## src/fmm_pkg.sv

```systemverilog
// Shared types, widths, register codes and the sine table for the FM NCO modulator.
// No dependencies; every other file of the block refers to it by scoped names.
`default_nettype none

package fmm_pkg;

   // field and register widths
   localparam int SAMPLE_W   = 16;
   localparam int SHIFT_W    = 4;
   localparam int GAIN_W     = 16;
   localparam int GAIN_FRAC  = 12;
   localparam int DEV_W      = 32;
   localparam int PERIOD_W   = 16;
   localparam int PROD_W     = SAMPLE_W + GAIN_W + 1;
   localparam int SCALED_W   = 20;
   localparam int MAG_W      = 20;
   localparam int SUM_W      = 40;
   localparam int LEVEL_W    = 23;
   localparam int DIVISOR_W  = PERIOD_W - 2;
   localparam int DIV_CNT_W  = $clog2(SUM_W + 1);
   localparam int OUT_W      = 8;
   localparam int CSR_ADDR_W = 2;
   localparam int CSR_DATA_W = 32;
   localparam int REQ_DATA_W = 16;
   localparam int RSP_DATA_W = 40;

   // register reset values
   localparam logic [SHIFT_W-1:0]  SHIFT_RST  = 4'd8;
   localparam logic [GAIN_W-1:0]   GAIN_RST   = 16'd4096;
   localparam logic [DEV_W-1:0]    DEV_RST    = 32'd0;
   localparam logic [PERIOD_W-1:0] PERIOD_RST = 16'd1024;

   // queue between front and back
   localparam int FIFO_DEPTH = 4;
   localparam int FIFO_PTR_W = $clog2(FIFO_DEPTH);
   localparam int FIFO_CNT_W = $clog2(FIFO_DEPTH + 1);

   // oscillator defaults
   localparam int PHASE_BITS_DEF    = 32;
   localparam int TABLE_ENTRIES_DEF = 256;
   localparam int ROM_IDX_W         = 8;

   typedef enum logic [CSR_ADDR_W-1:0] {
      CSR_SHIFT     = 2'd0,
      CSR_GAIN      = 2'd1,
      CSR_DEVIATION = 2'd2,
      CSR_PERIOD    = 2'd3
   } csr_index_type;

   typedef struct packed {
      logic [SHIFT_W-1:0]  shift_amount;
      logic [GAIN_W-1:0]   gain_q4_12;
      logic [DEV_W-1:0]    deviation_step;
      logic [PERIOD_W-1:0] level_period;
   } cfg_type;

   typedef struct packed {
      logic signed [SCALED_W-1:0] scaled;
      logic [MAG_W-1:0]           mag;
   } item_type;

   typedef struct packed {
      logic                 start;
      logic [SUM_W-1:0]     dividend;
      logic [DIVISOR_W-1:0] divisor;
   } div_req_type;

   typedef struct packed {
      logic             done;
      logic [SUM_W-1:0] quotient;
   } div_rsp_type;

   typedef enum logic [1:0] {
      BK_IDLE,
      BK_PHASE,
      BK_DIV,
      BK_EMIT
   } back_state_type;

   localparam logic [7:0] QUARTER_WAVE [0:64] = '{
      8'd0,   8'd3,   8'd6,   8'd9,   8'd12,  8'd16,  8'd19,  8'd22,
      8'd25,  8'd28,  8'd31,  8'd34,  8'd37,  8'd40,  8'd43,  8'd46,
      8'd49,  8'd51,  8'd54,  8'd57,  8'd60,  8'd63,  8'd65,  8'd68,
      8'd71,  8'd73,  8'd76,  8'd78,  8'd81,  8'd83,  8'd85,  8'd88,
      8'd90,  8'd92,  8'd94,  8'd96,  8'd98,  8'd100, 8'd102, 8'd104,
      8'd106, 8'd107, 8'd109, 8'd111, 8'd112, 8'd113, 8'd115, 8'd116,
      8'd117, 8'd118, 8'd120, 8'd121, 8'd122, 8'd122, 8'd123, 8'd124,
      8'd125, 8'd125, 8'd126, 8'd126, 8'd126, 8'd127, 8'd127, 8'd127,
      8'd127
   };

   // full-wave sine from the quarter-wave table; second half is negated
   function automatic logic signed [OUT_W-1:0] sine_at(input logic [ROM_IDX_W-1:0] idx);
      logic [6:0] k;
      logic [6:0] m;
      logic [7:0] q;
      k = idx[6:0];
      m = 7'(8'd128 - {1'b0, k});
      if (k <= 7'd64) begin
         q = QUARTER_WAVE[k];
      end else begin
         q = QUARTER_WAVE[m];
      end
      return idx[7] ? signed'(8'(-q)) : signed'(q);
   endfunction

endpackage

`default_nettype wire

```

## src/fm_nco_modulator_with_level_meter.sv

```systemverilog
// Top level of the FM NCO modulator with audio level meter: registers and wiring.
// Uses fmm_pkg and instantiates fmm_front, fmm_fifo, fmm_div and fmm_back.
`default_nettype none

// Each req transfer is one output tick carrying the held signed audio sample; each
// produces exactly one rsp transfer with I (cosine) and Q (sine) from a 256-entry
// sine table, plus a level report when the meter's down-counter is found at zero
// (the first tick after reset reports). The front end takes one sample per cycle
// into a four-deep queue while the queue has room; the back end steps each tick
// through pop and phase multiply, phase add, and table read into the result
// register, and a reporting tick adds the level division, one quotient bit per
// cycle over the 40-bit sum. The back end takes no new tick until the last one
// is loaded into the result register. Registers must be written through
// csr_we/csr_addr/csr_wdata only while no tick is in flight; the block does not enforce it.
module fm_nco_modulator_with_level_meter #(
   parameter int PHASE_BITS    = fmm_pkg::PHASE_BITS_DEF,
   parameter int TABLE_ENTRIES = fmm_pkg::TABLE_ENTRIES_DEF
) (
   input  wire logic                              clock,
   input  wire logic                              reset,
   input  wire logic                              req_tvalid,
   output logic                                   req_tready,
   input  wire logic [fmm_pkg::REQ_DATA_W-1:0]    req_tdata,  // [15:0] audio_sample
   output logic                                   rsp_tvalid,
   input  wire logic                              rsp_tready,
   // [7:0] i_out, [15:8] q_out, [38:16] level_value, [39] zero
   output logic [fmm_pkg::RSP_DATA_W-1:0]         rsp_tdata,
   output logic                                   rsp_tuser,  // [0] level_valid
   input  wire logic                              csr_we,
   input  wire logic [fmm_pkg::CSR_ADDR_W-1:0]    csr_addr,
   input  wire logic [fmm_pkg::CSR_DATA_W-1:0]    csr_wdata
);

   fmm_pkg::cfg_type                    cfg_ff;
   fmm_pkg::cfg_type                    cfg_in;
   logic                                push;
   fmm_pkg::item_type                   push_data;
   logic                                pop;
   fmm_pkg::item_type                   head;
   logic [fmm_pkg::FIFO_CNT_W-1:0]      fifo_count;
   fmm_pkg::div_req_type                div_req;
   fmm_pkg::div_rsp_type                div_rsp;
   logic signed [fmm_pkg::OUT_W-1:0]    i_out;
   logic signed [fmm_pkg::OUT_W-1:0]    q_out;
   logic [fmm_pkg::LEVEL_W-1:0]         level_value;
   logic                                level_valid;

   always_comb begin
      cfg_in = cfg_ff;
      if (csr_we) begin
         unique case (fmm_pkg::csr_index_type'(csr_addr))
            fmm_pkg::CSR_SHIFT:
               cfg_in.shift_amount   = csr_wdata[fmm_pkg::SHIFT_W-1:0];
            fmm_pkg::CSR_GAIN:
               cfg_in.gain_q4_12     = csr_wdata[fmm_pkg::GAIN_W-1:0];
            fmm_pkg::CSR_DEVIATION:
               cfg_in.deviation_step = csr_wdata[fmm_pkg::DEV_W-1:0];
            fmm_pkg::CSR_PERIOD:
               cfg_in.level_period   = csr_wdata[fmm_pkg::PERIOD_W-1:0];
            default: ;
         endcase
      end
   end

   always_ff @(posedge clock) begin
      if (reset) begin
         cfg_ff.shift_amount   <= fmm_pkg::SHIFT_RST;
         cfg_ff.gain_q4_12     <= fmm_pkg::GAIN_RST;
         cfg_ff.deviation_step <= fmm_pkg::DEV_RST;
         cfg_ff.level_period   <= fmm_pkg::PERIOD_RST;
      end else begin
         cfg_ff <= cfg_in;
      end
   end

   fmm_front u_front (
      .clock      (clock),
      .reset      (reset),
      .req_tvalid (req_tvalid),
      .req_tready (req_tready),
      .req_tdata  (req_tdata),
      .cfg        (cfg_ff),
      .fifo_count (fifo_count),
      .push       (push),
      .push_data  (push_data)
   );

   fmm_fifo u_fifo (
      .clock     (clock),
      .reset     (reset),
      .push      (push),
      .push_data (push_data),
      .pop       (pop),
      .pop_data  (head),
      .count     (fifo_count)
   );

   fmm_div u_div (
      .clock (clock),
      .reset (reset),
      .req   (div_req),
      .rsp   (div_rsp)
   );

   fmm_back #(
      .PHASE_BITS    (PHASE_BITS),
      .TABLE_ENTRIES (TABLE_ENTRIES)
   ) u_back (
      .clock       (clock),
      .reset       (reset),
      .cfg         (cfg_ff),
      .head        (head),
      .fifo_count  (fifo_count),
      .pop         (pop),
      .div_req     (div_req),
      .div_rsp     (div_rsp),
      .rsp_tvalid  (rsp_tvalid),
      .rsp_tready  (rsp_tready),
      .i_out       (i_out),
      .q_out       (q_out),
      .level_value (level_value),
      .level_valid (level_valid)
   );

   assign rsp_tdata = {1'b0, level_value, q_out, i_out};
   assign rsp_tuser = level_valid;

endmodule

`default_nettype wire

```

## src/fmm_front.sv

```systemverilog
// Front end: takes audio ticks, shifts and scales them by the gain and saturates.
// Uses fmm_pkg; pushes finished items into fmm_fifo.
`default_nettype none

module fmm_front (
   input  wire logic                                clock,
   input  wire logic                                reset,
   input  wire logic                                req_tvalid,
   output logic                                     req_tready,
   input  wire logic [fmm_pkg::REQ_DATA_W-1:0]      req_tdata,
   input  wire fmm_pkg::cfg_type                    cfg,
   input  wire logic [fmm_pkg::FIFO_CNT_W-1:0]      fifo_count,
   output logic                                     push,
   output fmm_pkg::item_type                        push_data
);

   logic                                p1_valid_ff;
   logic                                p1_valid_in;
   logic signed [fmm_pkg::PROD_W-1:0]   prod_ff;
   logic signed [fmm_pkg::PROD_W-1:0]   prod_in;
   logic signed [fmm_pkg::SAMPLE_W-1:0] smp_sh;
   logic signed [fmm_pkg::GAIN_W:0]     gain_s;
   logic signed [fmm_pkg::PROD_W-1:0]   adj;
   logic signed [fmm_pkg::PROD_W-fmm_pkg::GAIN_FRAC-1:0] trunc;
   logic signed [fmm_pkg::SCALED_W-1:0] scaled;
   logic [fmm_pkg::FIFO_CNT_W:0]        used;
   logic                                accept;

   // count the item in the multiply stage as already queued
   assign used       = {1'b0, fifo_count} + (fmm_pkg::FIFO_CNT_W + 1)'(p1_valid_ff);
   assign req_tready = used < (fmm_pkg::FIFO_CNT_W + 1)'(fmm_pkg::FIFO_DEPTH);
   assign accept     = req_tvalid && req_tready;

   assign smp_sh  = $signed(req_tdata[fmm_pkg::SAMPLE_W-1:0]) >>> cfg.shift_amount;
   assign gain_s  = $signed({1'b0, cfg.gain_q4_12});
   assign prod_in = smp_sh * gain_s;
   assign p1_valid_in = accept;

   // round the product toward zero before dropping the fraction bits
   assign adj   = prod_ff + (prod_ff[fmm_pkg::PROD_W-1] ?
                  fmm_pkg::PROD_W'(4095) : fmm_pkg::PROD_W'(0));
   assign trunc = adj[fmm_pkg::PROD_W-1:fmm_pkg::GAIN_FRAC];

   always_comb begin
      if (trunc > 21'sd524287) begin
         scaled = 20'sh7FFFF;
      end else if (trunc < -21'sd524288) begin
         scaled = 20'sh80000;
      end else begin
         scaled = trunc[fmm_pkg::SCALED_W-1:0];
      end
   end

   assign push             = p1_valid_ff;
   assign push_data.scaled = scaled;
   assign push_data.mag    = scaled[fmm_pkg::SCALED_W-1] ? fmm_pkg::MAG_W'(-scaled) :
                             fmm_pkg::MAG_W'(scaled);

   always_ff @(posedge clock) begin
      if (reset) begin
         p1_valid_ff <= 1'b0;
      end else begin
         p1_valid_ff <= p1_valid_in;
      end
   end

   always_ff @(posedge clock) begin
      if (accept) begin
         prod_ff <= prod_in;
      end
   end

endmodule

`default_nettype wire

```

## src/fmm_fifo.sv

```systemverilog
// Short queue of scaled samples between the front end and the back end.
// Uses fmm_pkg for the item type and depth.
`default_nettype none

module fmm_fifo (
   input  wire logic                           clock,
   input  wire logic                           reset,
   input  wire logic                           push,
   input  wire fmm_pkg::item_type              push_data,
   input  wire logic                           pop,
   output fmm_pkg::item_type                   pop_data,
   output logic [fmm_pkg::FIFO_CNT_W-1:0]      count
);

   fmm_pkg::item_type                  mem_ff [fmm_pkg::FIFO_DEPTH];
   logic [fmm_pkg::FIFO_PTR_W-1:0]     wr_ptr_ff;
   logic [fmm_pkg::FIFO_PTR_W-1:0]     wr_ptr_in;
   logic [fmm_pkg::FIFO_PTR_W-1:0]     rd_ptr_ff;
   logic [fmm_pkg::FIFO_PTR_W-1:0]     rd_ptr_in;
   logic [fmm_pkg::FIFO_CNT_W-1:0]     count_ff;
   logic [fmm_pkg::FIFO_CNT_W-1:0]     count_in;

   assign pop_data = mem_ff[rd_ptr_ff];
   assign count    = count_ff;

   assign wr_ptr_in = push ? wr_ptr_ff + 1'b1 : wr_ptr_ff;
   assign rd_ptr_in = pop ? rd_ptr_ff + 1'b1 : rd_ptr_ff;

   always_comb begin
      count_in = count_ff;
      if (push && !pop) begin
         count_in = count_ff + 1'b1;
      end else if (pop && !push) begin
         count_in = count_ff - 1'b1;
      end
   end

   always_ff @(posedge clock) begin
      if (reset) begin
         wr_ptr_ff <= '0;
         rd_ptr_ff <= '0;
         count_ff  <= '0;
      end else begin
         wr_ptr_ff <= wr_ptr_in;
         rd_ptr_ff <= rd_ptr_in;
         count_ff  <= count_in;
      end
   end

   always_ff @(posedge clock) begin
      if (push) begin
         mem_ff[wr_ptr_ff] <= push_data;
      end
   end

`ifndef SYNTH
   a_no_push_full: assert property (@(posedge clock) disable iff (reset)
      push |-> count_ff < fmm_pkg::FIFO_CNT_W'(fmm_pkg::FIFO_DEPTH))
      else $error("fifo push while full");

   a_no_pop_empty: assert property (@(posedge clock) disable iff (reset)
      pop |-> count_ff != '0)
      else $error("fifo pop while empty");

   a_count_bound: assert property (@(posedge clock) disable iff (reset)
      count_ff <= fmm_pkg::FIFO_CNT_W'(fmm_pkg::FIFO_DEPTH))
      else $error("fifo count beyond depth");

   a_ptr_gap: assert property (@(posedge clock) disable iff (reset)
      count_ff != fmm_pkg::FIFO_CNT_W'(fmm_pkg::FIFO_DEPTH) |->
      fmm_pkg::FIFO_PTR_W'(wr_ptr_ff - rd_ptr_ff) == count_ff[fmm_pkg::FIFO_PTR_W-1:0])
      else $error("fifo pointers disagree with count");
`endif

endmodule

`default_nettype wire

```

## src/fmm_div.sv

```systemverilog
// Restoring divider for the level report: one quotient bit per cycle.
// Uses fmm_pkg for the request and response structs.
`default_nettype none

module fmm_div (
   input  wire logic                 clock,
   input  wire logic                 reset,
   input  wire fmm_pkg::div_req_type req,
   output fmm_pkg::div_rsp_type      rsp
);

   logic [fmm_pkg::SUM_W-1:0]     dq_ff;
   logic [fmm_pkg::SUM_W-1:0]     dq_in;
   logic [fmm_pkg::DIVISOR_W-1:0] rem_ff;
   logic [fmm_pkg::DIVISOR_W-1:0] rem_in;
   logic [fmm_pkg::DIVISOR_W-1:0] dvs_ff;
   logic [fmm_pkg::DIV_CNT_W-1:0] cnt_ff;
   logic [fmm_pkg::DIV_CNT_W-1:0] cnt_in;
   logic                          done_ff;
   logic                          done_in;
   logic [fmm_pkg::DIVISOR_W:0]   trial;
   logic [fmm_pkg::DIVISOR_W:0]   diff;
   logic                          ge;
   logic                          busy;

   assign busy  = cnt_ff != '0;
   assign trial = {rem_ff, dq_ff[fmm_pkg::SUM_W-1]};
   assign ge    = trial >= {1'b0, dvs_ff};
   assign diff  = trial - {1'b0, dvs_ff};

   always_comb begin
      dq_in   = dq_ff;
      rem_in  = rem_ff;
      cnt_in  = cnt_ff;
      done_in = 1'b0;
      if (req.start) begin
         dq_in  = req.dividend;
         rem_in = '0;
         cnt_in = fmm_pkg::DIV_CNT_W'(fmm_pkg::SUM_W);
      end else if (busy) begin
         // shift the dividend out on top, the quotient in at the bottom
         dq_in   = {dq_ff[fmm_pkg::SUM_W-2:0], ge};
         rem_in  = ge ? diff[fmm_pkg::DIVISOR_W-1:0] : trial[fmm_pkg::DIVISOR_W-1:0];
         cnt_in  = cnt_ff - 1'b1;
         done_in = cnt_ff == fmm_pkg::DIV_CNT_W'(1);
      end
   end

   always_ff @(posedge clock) begin
      if (reset) begin
         cnt_ff  <= '0;
         done_ff <= 1'b0;
      end else begin
         cnt_ff  <= cnt_in;
         done_ff <= done_in;
      end
   end

   always_ff @(posedge clock) begin
      dq_ff  <= dq_in;
      rem_ff <= rem_in;
      if (req.start) begin
         dvs_ff <= req.divisor;
      end
   end

   assign rsp.done     = done_ff;
   assign rsp.quotient = dq_ff;

endmodule

`default_nettype wire

```

## src/fmm_back.sv

```systemverilog
// Back end: phase accumulator, sine lookup, level meter and the result register.
// Uses fmm_pkg; reads items from fmm_fifo and hands level sums to fmm_div.
`default_nettype none

module fmm_back #(
   parameter int PHASE_BITS    = fmm_pkg::PHASE_BITS_DEF,
   parameter int TABLE_ENTRIES = fmm_pkg::TABLE_ENTRIES_DEF
) (
   input  wire logic                           clock,
   input  wire logic                           reset,
   input  wire fmm_pkg::cfg_type               cfg,
   input  wire fmm_pkg::item_type              head,
   input  wire logic [fmm_pkg::FIFO_CNT_W-1:0] fifo_count,
   output logic                                pop,
   output fmm_pkg::div_req_type                div_req,
   input  wire fmm_pkg::div_rsp_type           div_rsp,
   output logic                                rsp_tvalid,
   input  wire logic                           rsp_tready,
   output logic signed [fmm_pkg::OUT_W-1:0]    i_out,
   output logic signed [fmm_pkg::OUT_W-1:0]    q_out,
   output logic [fmm_pkg::LEVEL_W-1:0]         level_value,
   output logic                                level_valid
);

   localparam int TB = $clog2(TABLE_ENTRIES);

   fmm_pkg::back_state_type             state_ff;
   fmm_pkg::back_state_type             state_in;
   logic [PHASE_BITS-1:0]               phase_ff;
   logic [PHASE_BITS-1:0]               mul_ff;
   logic [PHASE_BITS-1:0]               mul_in;
   logic [PHASE_BITS-1:0]               sc_ext;
   logic [fmm_pkg::SUM_W-1:0]           sum_ff;
   logic [fmm_pkg::SUM_W-1:0]           sum_with;
   logic [fmm_pkg::PERIOD_W-1:0]        cd_ff;
   logic                                report_ff;
   logic                                load_out;
   logic                                out_free;
   logic                                have_item;
   logic [TB-1:0]                       idx;
   logic [TB-1:0]                       cidx;
   logic [fmm_pkg::ROM_IDX_W-1:0]       rom_q;
   logic [fmm_pkg::ROM_IDX_W-1:0]       rom_i;
   logic [fmm_pkg::DIVISOR_W-1:0]       dvs_raw;
   logic [fmm_pkg::LEVEL_W-1:0]         level_sat;
   logic                                rsp_valid_ff;
   logic signed [fmm_pkg::OUT_W-1:0]    i_ff;
   logic signed [fmm_pkg::OUT_W-1:0]    q_ff;
   logic [fmm_pkg::LEVEL_W-1:0]         lvl_ff;
   logic                                lvv_ff;

   assign have_item = fifo_count != '0;
   assign out_free  = !rsp_valid_ff || rsp_tready;

   always_comb begin
      state_in = state_ff;
      unique case (state_ff)
         fmm_pkg::BK_IDLE: begin
            if (have_item) state_in = fmm_pkg::BK_PHASE;
         end
         fmm_pkg::BK_PHASE: begin
            state_in = report_ff ? fmm_pkg::BK_DIV : fmm_pkg::BK_EMIT;
         end
         fmm_pkg::BK_DIV: begin
            if (div_rsp.done) state_in = fmm_pkg::BK_EMIT;
         end
         fmm_pkg::BK_EMIT: begin
            if (out_free) state_in = fmm_pkg::BK_IDLE;
         end
         default: state_in = fmm_pkg::BK_IDLE;
      endcase
   end

   always_comb begin
      pop      = 1'b0;
      load_out = 1'b0;
      unique case (state_ff)
         fmm_pkg::BK_IDLE:  pop = have_item;
         fmm_pkg::BK_PHASE: ;
         fmm_pkg::BK_DIV:   ;
         fmm_pkg::BK_EMIT:  load_out = out_free;
         default: ;
      endcase
   end

   // level sum includes this tick before a report
   assign sum_with = sum_ff + fmm_pkg::SUM_W'(head.mag);
   assign dvs_raw  = cfg.level_period[fmm_pkg::PERIOD_W-1:2];

   assign div_req.start    = pop && (cd_ff == '0);
   assign div_req.dividend = sum_with;
   assign div_req.divisor  = (dvs_raw == '0) ? fmm_pkg::DIVISOR_W'(1) : dvs_raw;

   // phase increment modulo the accumulator width
   assign sc_ext = PHASE_BITS'(head.scaled);
   assign mul_in = sc_ext * cfg.deviation_step[PHASE_BITS-1:0];

   assign idx   = phase_ff[PHASE_BITS-1 -: TB];
   assign cidx  = idx + TB'(TABLE_ENTRIES / 4);
   assign rom_q = fmm_pkg::ROM_IDX_W'({idx, {fmm_pkg::ROM_IDX_W{1'b0}}} >> TB);
   assign rom_i = fmm_pkg::ROM_IDX_W'({cidx, {fmm_pkg::ROM_IDX_W{1'b0}}} >> TB);

   assign level_sat = (|div_rsp.quotient[fmm_pkg::SUM_W-1:fmm_pkg::LEVEL_W]) ? '1 :
                      div_rsp.quotient[fmm_pkg::LEVEL_W-1:0];

   always_ff @(posedge clock) begin
      if (reset) begin
         state_ff     <= fmm_pkg::BK_IDLE;
         phase_ff     <= '0;
         sum_ff       <= '0;
         cd_ff        <= '0;
         rsp_valid_ff <= 1'b0;
      end else begin
         state_ff <= state_in;
         if (pop) begin
            if (cd_ff != '0) begin
               cd_ff  <= cd_ff - 1'b1;
               sum_ff <= sum_with;
            end else begin
               cd_ff  <= cfg.level_period;
               sum_ff <= '0;
            end
         end
         if (state_ff == fmm_pkg::BK_PHASE) begin
            phase_ff <= phase_ff + mul_ff;
         end
         if (load_out) begin
            rsp_valid_ff <= 1'b1;
         end else if (rsp_tready) begin
            rsp_valid_ff <= 1'b0;
         end
      end
   end

   always_ff @(posedge clock) begin
      if (pop) begin
         mul_ff    <= mul_in;
         report_ff <= cd_ff == '0;
      end
      if (load_out) begin
         i_ff   <= fmm_pkg::sine_at(rom_i);
         q_ff   <= fmm_pkg::sine_at(rom_q);
         lvl_ff <= report_ff ? level_sat : '0;
         lvv_ff <= report_ff;
      end
   end

   assign rsp_tvalid  = rsp_valid_ff;
   assign i_out       = i_ff;
   assign q_out       = q_ff;
   assign level_value = lvl_ff;
   assign level_valid = lvv_ff;

endmodule

`default_nettype wire
```

## config.mk

```make
export PLATFORM = sky130hd
export DESIGN_NAME = fm_nco_modulator_with_level_meter
export DESIGN_NICKNAME = d
export VERILOG_FILES = /design/src/fmm_pkg.sv /design/src/fm_nco_modulator_with_level_meter.sv /design/src/fmm_front.sv /design/src/fmm_fifo.sv /design/src/fmm_div.sv /design/src/fmm_back.sv
export SDC_FILE = /design/constraint.sdc
export NUM_CORES = 2
export LEC_CHECK = 0
export BUFFER_PORTS_ARGS = -buffer_cell sky130_fd_sc_hd__buf_2
export CORE_MARGIN = 5
export CORE_UTILIZATION = 29
export DETAILED_ROUTE_END_ITERATION = 16
export GPL_ROUTABILITY_DRIVEN = 0
export PLACE_DENSITY = 0.53
export SLEW_MARGIN = 10
export SYNTH_ARGS = -nofsm -noshare
export SYNTH_HDL_FRONTEND = slang
export SYNTH_SLANG_ARGS = --single-unit
```

## constraint.sdc

```tcl
create_clock -name clock -period 14.9 [get_ports clock]
set_clock_uncertainty 0.15 [all_clocks]
set_input_delay 2.98 -clock clock [delete_from_list [all_inputs] [get_ports clock]]
set_output_delay 2.98 -clock clock [all_outputs]
set_load 0.03 [all_outputs]
```

* Word level (Yosys, flattened, before mapping)
Memory sizes are Yosys's and may differ from the RTL's. A register that Yosys moved wholly into a read port is not among the register bits.
Cells that the tools add are included.
** Storage, ports and cells
- Flip-flop bits (word level) :: 348
- RAM bits :: 160
- ROM bits :: 4096
- Input bits :: 55
- Output and inout bits :: 43
- Word-level logic and storage cells :: 143
- Memories :: 5
** Cells by class
- $add $sub $neg :: 17
- Multipliers :: 2
- $lt $le $gt $ge :: 10
- Equality and inequality tests :: 10
- Shift-type cells :: 1
- Muxes and demuxes :: 41
- Bitwise operators :: 5
- Reductions and logical operators :: 26
** Memory list
- (name not given) :: words 128, width 8, rd ports 1, clocked after memory_dff 0, write ports 0, line fmm_pkg.sv:102 : q = QUARTER_WAVE[m];
- (name not given) :: words 128, width 8, rd ports 1, clocked after memory_dff 0, write ports 0, line fmm_pkg.sv:100 : q = QUARTER_WAVE[k];
- (name not given) :: words 128, width 8, rd ports 1, clocked after memory_dff 0, write ports 0, line fmm_pkg.sv:102
- (name not given) :: words 128, width 8, rd ports 1, clocked after memory_dff 0, write ports 0, line fmm_pkg.sv:100
- u_fifo.mem_ff :: words 4, width 40, rd ports 1, clocked after memory_dff 1, write ports 1, line fmm_fifo.sv:15 : fmm_pkg::item_type mem_ff [fmm_pkg::FIFO_DEPTH];
** Operators by type and width (count)
- $mux W40 :: 3
- $mux W8 :: 14
- $mux W20 :: 3
- $add A40 B20 Y40 :: 1
- $add A33 B33 Y33 :: 1
- $mul A16 B17 Y33 :: 1
- $add A32 B32 Y32 :: 1
- $ge A8 B8 Y1 const B :: 4
- $mul A20 B32 Y32 :: 1
- $not A7 Y8 :: 4
- $mux W23 :: 1
- $gt A21 B20 Y1 const B :: 1
- $lt A21 B20 Y1 const B :: 1
- $neg A20 Y20 :: 1
- $reduce_or A17 Y1 :: 1
- $logic_not A16 Y1 :: 1
- $mux W16 :: 1
- $neg A8 Y8 :: 2
- $reduce_bool A16 Y1 :: 1
- $sshr A16 B4 Y16 :: 1
- $sub A16 B1 Y16 const B :: 1
- $ge A15 B14 Y1 :: 1
- $le A7 B7 Y1 const B :: 2
- $logic_not A14 Y1 :: 1
- 33 further kinds :: 63

* Logic depth before layout (Yosys ltp)
- Word-level depth :: 10
- Depth in mapped cells :: 31
- Gate-level depth less buffers :: 29

* Hierarchy
Synthesis repeated with hierarchy kept, for this count alone.
** Unflattened totals
- Cell total of the unflattened synthesis :: 5100
- Area total of the unflattened synthesis :: 49934.1 sq um
** Modules (own cells, without submodules)
- fmm_back :: times used 1, cells an instance 2872, area each 24957.7 sq um, sequential area each 4013.8 sq um
- fmm_front :: times used 1, cells an instance 1387, area each 12020.3 sq um, sequential area each 1011.0 sq um
- fmm_fifo :: times used 1, cells an instance 251, area each 6233.5 sq um, sequential area each 4984.8 sq um
- fmm_div :: times used 1, cells an instance 325, area each 3896.2 sq um, sequential area each 2042.0 sq um
- fm_nco_modulator_with_level_meter :: times used 1, cells an instance 265, area each 2826.5 sq um, sequential area each 1361.3 sq um

* Least setup slack after synthesis
OpenSTA, ideal clock, no wires.
- Path kind :: input port to flip-flop
- From :: in req_tdata[7] in the netlist's numbering
- To :: reg u_front.prod_ff[32] in the netlist's numbering (data pin)
- Setup time :: 0.167 ns
- Data arrival time :: 9.583 ns
- Required time :: 14.583 ns
- Slack :: 5.000 ns
- Stages :: 23
- Path buffers :: 1
- Path through :: mux4_2 -> mux4_2 -> clkbuf_1 -> and2_1 -> fa_1 -> inv_1 -> fa_1 -> fa_1 -> fa_1 -> inv_1 -> fa_1 -> inv_1 -> fa_1 -> inv_1 -> ha_1 -> nor4_1 -> o2111ai_1 -> and4_1 -> a2111oi_0 -> o31ai_1 -> o41ai_1 -> nor2_1 -> a211oi_1
** Between the ends
- Word-level cells in the longest chain between the ends :: 2
** Ends and longest elaborated chain
- from (decl) :: line fm_nco_modulator_with_level_meter.sv:23 : input wire logic [fmm_pkg::REQ_DATA_W-1:0] req_tdata,
- $sshr A16 B4 Y16 :: line fmm_front.sv:34 : assign smp_sh = $signed(req_tdata[fmm_pkg::SAMPLE_W-1:0]) >>> cfg.shift_amount;
- $mul A16 B17 Y33 :: line fmm_front.sv:36 : assign prod_in = smp_sh * gain_s;
- net u_front.prod_in, one bit :: line fmm_front.sv:20 : logic signed [fmm_pkg::PROD_W-1:0] prod_in;
- to (signal assigned) :: line fmm_front.sv:69 : prod_ff <= prod_in;
- to (decl) :: line fmm_front.sv:19 : logic signed [fmm_pkg::PROD_W-1:0] prod_ff;
The timed path passes the listed nets, and every way through them passes these cells.
A chain may end at the register's enable or synchronous reset.

* Final worst setup path
- From :: in req_tdata[15] in the netlist's numbering
- To :: reg u_front.prod_ff[32] in the netlist's numbering (data pin)
Same word-level chain as after synthesis.

==> results.yml <==
worst_setup_path:
  path_buf_inv: 6
  setup.worst_path.start_class: "input pin"
  critPathLaunch: "req_tdata[15]"
  ff2ff_setup_slack_ps: 5930
  crit_end_element: "register"
  crit_path_frequent_cell: "fa_1"
  timing.critical_path.arrival_ps: 11220
  crit_fanout: 17
  worst-setup-path-type: "in -> reg"
  timing.critical_path.required_ps: 15230
  critical-path-max-stage-delay_ps: 1050
  critPathTopFamily: "adder cells"
  critical_path_depth: 26
  rr_endpoint: "u_back.mul_ff[31]$_DFFE_PP_"
  reg2regPathDepth: 24
  worst_path_max_delay_cell: "a2111oi_0"
global_route:
  gr-usage-all-layers: 0.143
  first_global_vias: 36593
  number_of_antenna_violations_at_the_first_check_in_global_routing: 4
  maximum_number_of_pins_on_one_net_before_global_route_repair: 86
  global_route_wire_length_before_repair_um: 204000
  globalRouteOverflowTotal: 0
floorplan:
  top_ports: 98
  fp-row-count: 150
  die_h_um: 420
  die-area_um2: 177000
  initial_utilization: 0.292
  die_w_um: 420
  core_area_um2: 167000
logic_synthesis:
  fraction_of_registers_with_async_set_reset: 0
  synthesis.instances: 5154
  number_of_nets_produced_by_synthesis: 6094
  synth_fa_ha_area_frac: 0.312
  count_of_state_elements_after_synthesis: 506
  synth.area.mux_share: 0.0349
  post_synth.cell_area_avg_um2: 9.47
  yosys_most_used_dff: "edfxtp_1"
  synth_xor_xnor_area_share: 0.0362
  synth-edff-count: 316
  combinational_family_with_the_most_area_after_synthesis: "adder cells"
  synthesis.area_um2: 48800
  post_synth_and_or_nand_nor_area_fraction: 0.162
  synth.distinct_cells: 97
  synth-compound-area-share: 0.103
  share_of_synthesized_area_occupied_by_flip_flops_and_latches: 0.272
  yosys_warnings: 0
timing:
  timing.final.setup_violations: 0
  final_hold_viol_count: 0
  min_period_ps: 10890
  final-max-slew-violation-count: 0
  max-slew-margin-rel: 0.180
  grt_setup_unrepaired: "false"
  clock.fmax_mhz: 91.8
  setup_tns_ps: 0
  layout_worst_path_cycle_share: 0.731
  fin_worst_hold_slack_ps: 312
  tightestPinTransition_ps: 1200
clock_network:
  tritoncts_clock_tree: "done"
  clock_sink_count: 506
  h-tree-depth: 2
  holdBufCountCts: 0
  cts.repair.resized: 0
  clock_latency_ps: 650
  postCtsSetupRepairBufs: 0
  clk_transition_reported_paths_ps: 60
  clk_root_buffer_cell: "clkbuf_16"
  clockBufferDepth: 3
  cts_buffers: 54
power:
  power.ir.vdd_worst_uv: 121
  p_leak_nw: 23.1
  power_per_cell_area_nw_per_um2: 176
run_status:
  status: "finished clean"
route:
  drt_iter0_drc: 2188
  drc: 0
  detail_route.wl_per_cell_um: 17.2
  drt_first_pass_iters: 7
  final_wl_um: 126000
  vias: 35214
  route.antenna.remaining_nets: 0
  drt-vias-per-instance: 4.79
hold_path:
  worst_hold_path.num_cells: 2
  hold_end: "u_back.sum_ff[0]$_SDFFE_PP0P_"
  hold_path_startpoint: "u_back.sum_ff[0]$_SDFFE_PP0P_"
  worstHoldPathType: "reg -> reg"
layout:
  fillers: 17268
  sequential_cell_area_um2: 13300
  area_growth_syn_to_layout_pct: 9.18
  multi_input_comb_area_um2: 31600
  final_layout_size_suffix_gt1_frac: 0.0683
  nNetsFinal: 6035
flow_run:
  maxCapViolations: 0
placement:
  place.port_buffers: 96
  detailed_place_hpwl_um: 94600
## logic make-up after synthesis
logic type      after synthesis
xor+xnor                    202
flops                       506
compound gates              784
mux                         109
buf+inv                    1029
other cells                   1
fa+ha+maj                   886
simple gates               1637
## cell usage in the layout, fill, tap and decap left out, types with 50 or more instances in the layout
| cell | synthesis | routed |
|---|---|---|
| inv_1 | 765 | 764 |
| nand2_1 | 659 | 658 |
| fa_1 | 552 | 552 |
| and2_1 | 361 | 356 |
| ha_1 | 333 | 333 |
| edfxtp_1 | 316 | 316 |
| nor2_1 | 258 | 257 |
| a21oi_1 | 244 | 243 |
| dfxtp_1 | 190 | 188 |
| o21ai_0 | 179 | 178 |
| xnor2_1 | 125 | 125 |
| buf_2 | 22 | 95 |
| xor2_1 | 77 | 77 |
| nor3_1 | 62 | 62 |
| a21o_1 | 62 | 62 |
| nand3_1 | 56 | 56 |
| clkbuf_16 | 0 | 54 |
| buf_4 | 4 | 51 |
| mux2i_1 | 50 | 50 |
## layer usage
metal	GRT usage	vias up	routed length, um
met2	0.252	714	62500
met4	0.0379	0	3280
li1	-	16748	-
met3	0.0155	165	4800
met1	0.187	17587	55500
met5	0	-	0
## synth_stat cells, drive strengths merged (56+ instances only)
master / count / area, um2
a21o: 64 / 483
a21oi: 244 / 1220
and2: 361 / 2260
clkbuf: 228 / 856
dfxtp: 190 / 3800
edfxtp: 316 / 9490
fa: 552 / 11100
ha: 333 / 4170
inv: 767 / 2880
nand2: 660 / 2480
nand3: 56 / 280
nor2: 259 / 975
nor3: 62 / 310
o21ai: 181 / 906
xnor2: 125 / 1090
xor2: 77 / 674
## final cells by class
class,count,share of cell area
diodes,3,0.000141
clock buffers,69,0.0279
clock inverters,33,0.00664
inverters,767,0.0540
multi-input cells,3619,0.594
flip-flops and latches,506,0.249
well taps,2204,0.0517
repair buffers,147,0.0163
## where the power goes
| group | switching [W] | leakage, nW | total [W] | internal (W) |
|---|---|---|---|---|
| registers | 0.000266 | 4.50 | 0.00234 | 0.00207 |
| clock network | 0.000602 | 0.892 | 0.00140 | 0.000799 |
| logic | 0.00348 | 17.7 | 0.00562 | 0.00214 |
| total | 0.00435 | 23.1 | 0.00935 | 0.00501 |
## how the worst max path moves through the flow
stage                                     to  slack (ps)
3_5_place_dp   u_front.prod_ff[32]$_DFFE_PP_        3390
5_1_grt        u_front.prod_ff[32]$_DFFE_PP_        3630
6_report       u_front.prod_ff[32]$_DFFE_PP_        4010
3_3_place_gp   u_front.prod_ff[32]$_DFFE_PP_        3580
4_1_cts        u_front.prod_ff[32]$_DFFE_PP_        4090
2_1_floorplan  u_front.prod_ff[32]$_DFFE_PP_        5000
## worst reg2reg max path: stages (launching register included)
cell      delay, ps
dfxtp_2         320
buf_4           620
mux4_2          990
and2_1          340
fa_1            450
fa_1            550
inv_1            60
fa_1            520
inv_1            50
fa_1            450
ha_1            340
fa_1            530
inv_1            50
fa_1            520
inv_1            40
ha_1            240
nor3_1          300
o211ai_1        160
a31oi_1         240
o21ai_1         170
a221o_1         370
a221o_1         450
a41o_1          290
o41ai_2         300
xnor2_1         190
## flip-flops by register name, indices dropped and copies added, names as in the netlist, 16 cells and up, named ones only
register / cells
u_back.cd_ff: 16
u_div.dq_ff: 40
u_back.phase_ff: 32
cfg_ff: 68
u_back.sum_ff: 40
u_fifo.mem_ff: 156
u_back.level_value: 23
u_back.mul_ff: 32
u_front.prod_ff: 33
## through the flow
stage	area (um2)	setup WS, ps	std cells	utilization	power [W]
after floorplan	48800	5000	5154	-	0.00646
after global placement	51400	3580	7243	0.308	0.00792
after detailed placement	51400	3390	7243	0.308	0.00800
after CTS	53300	4090	7345	0.319	0.00945
after global routing	53300	3630	7348	0.319	0.0102
final	53300	4010	7348	0.319	0.00935
(Power assumes the default switching activity.)
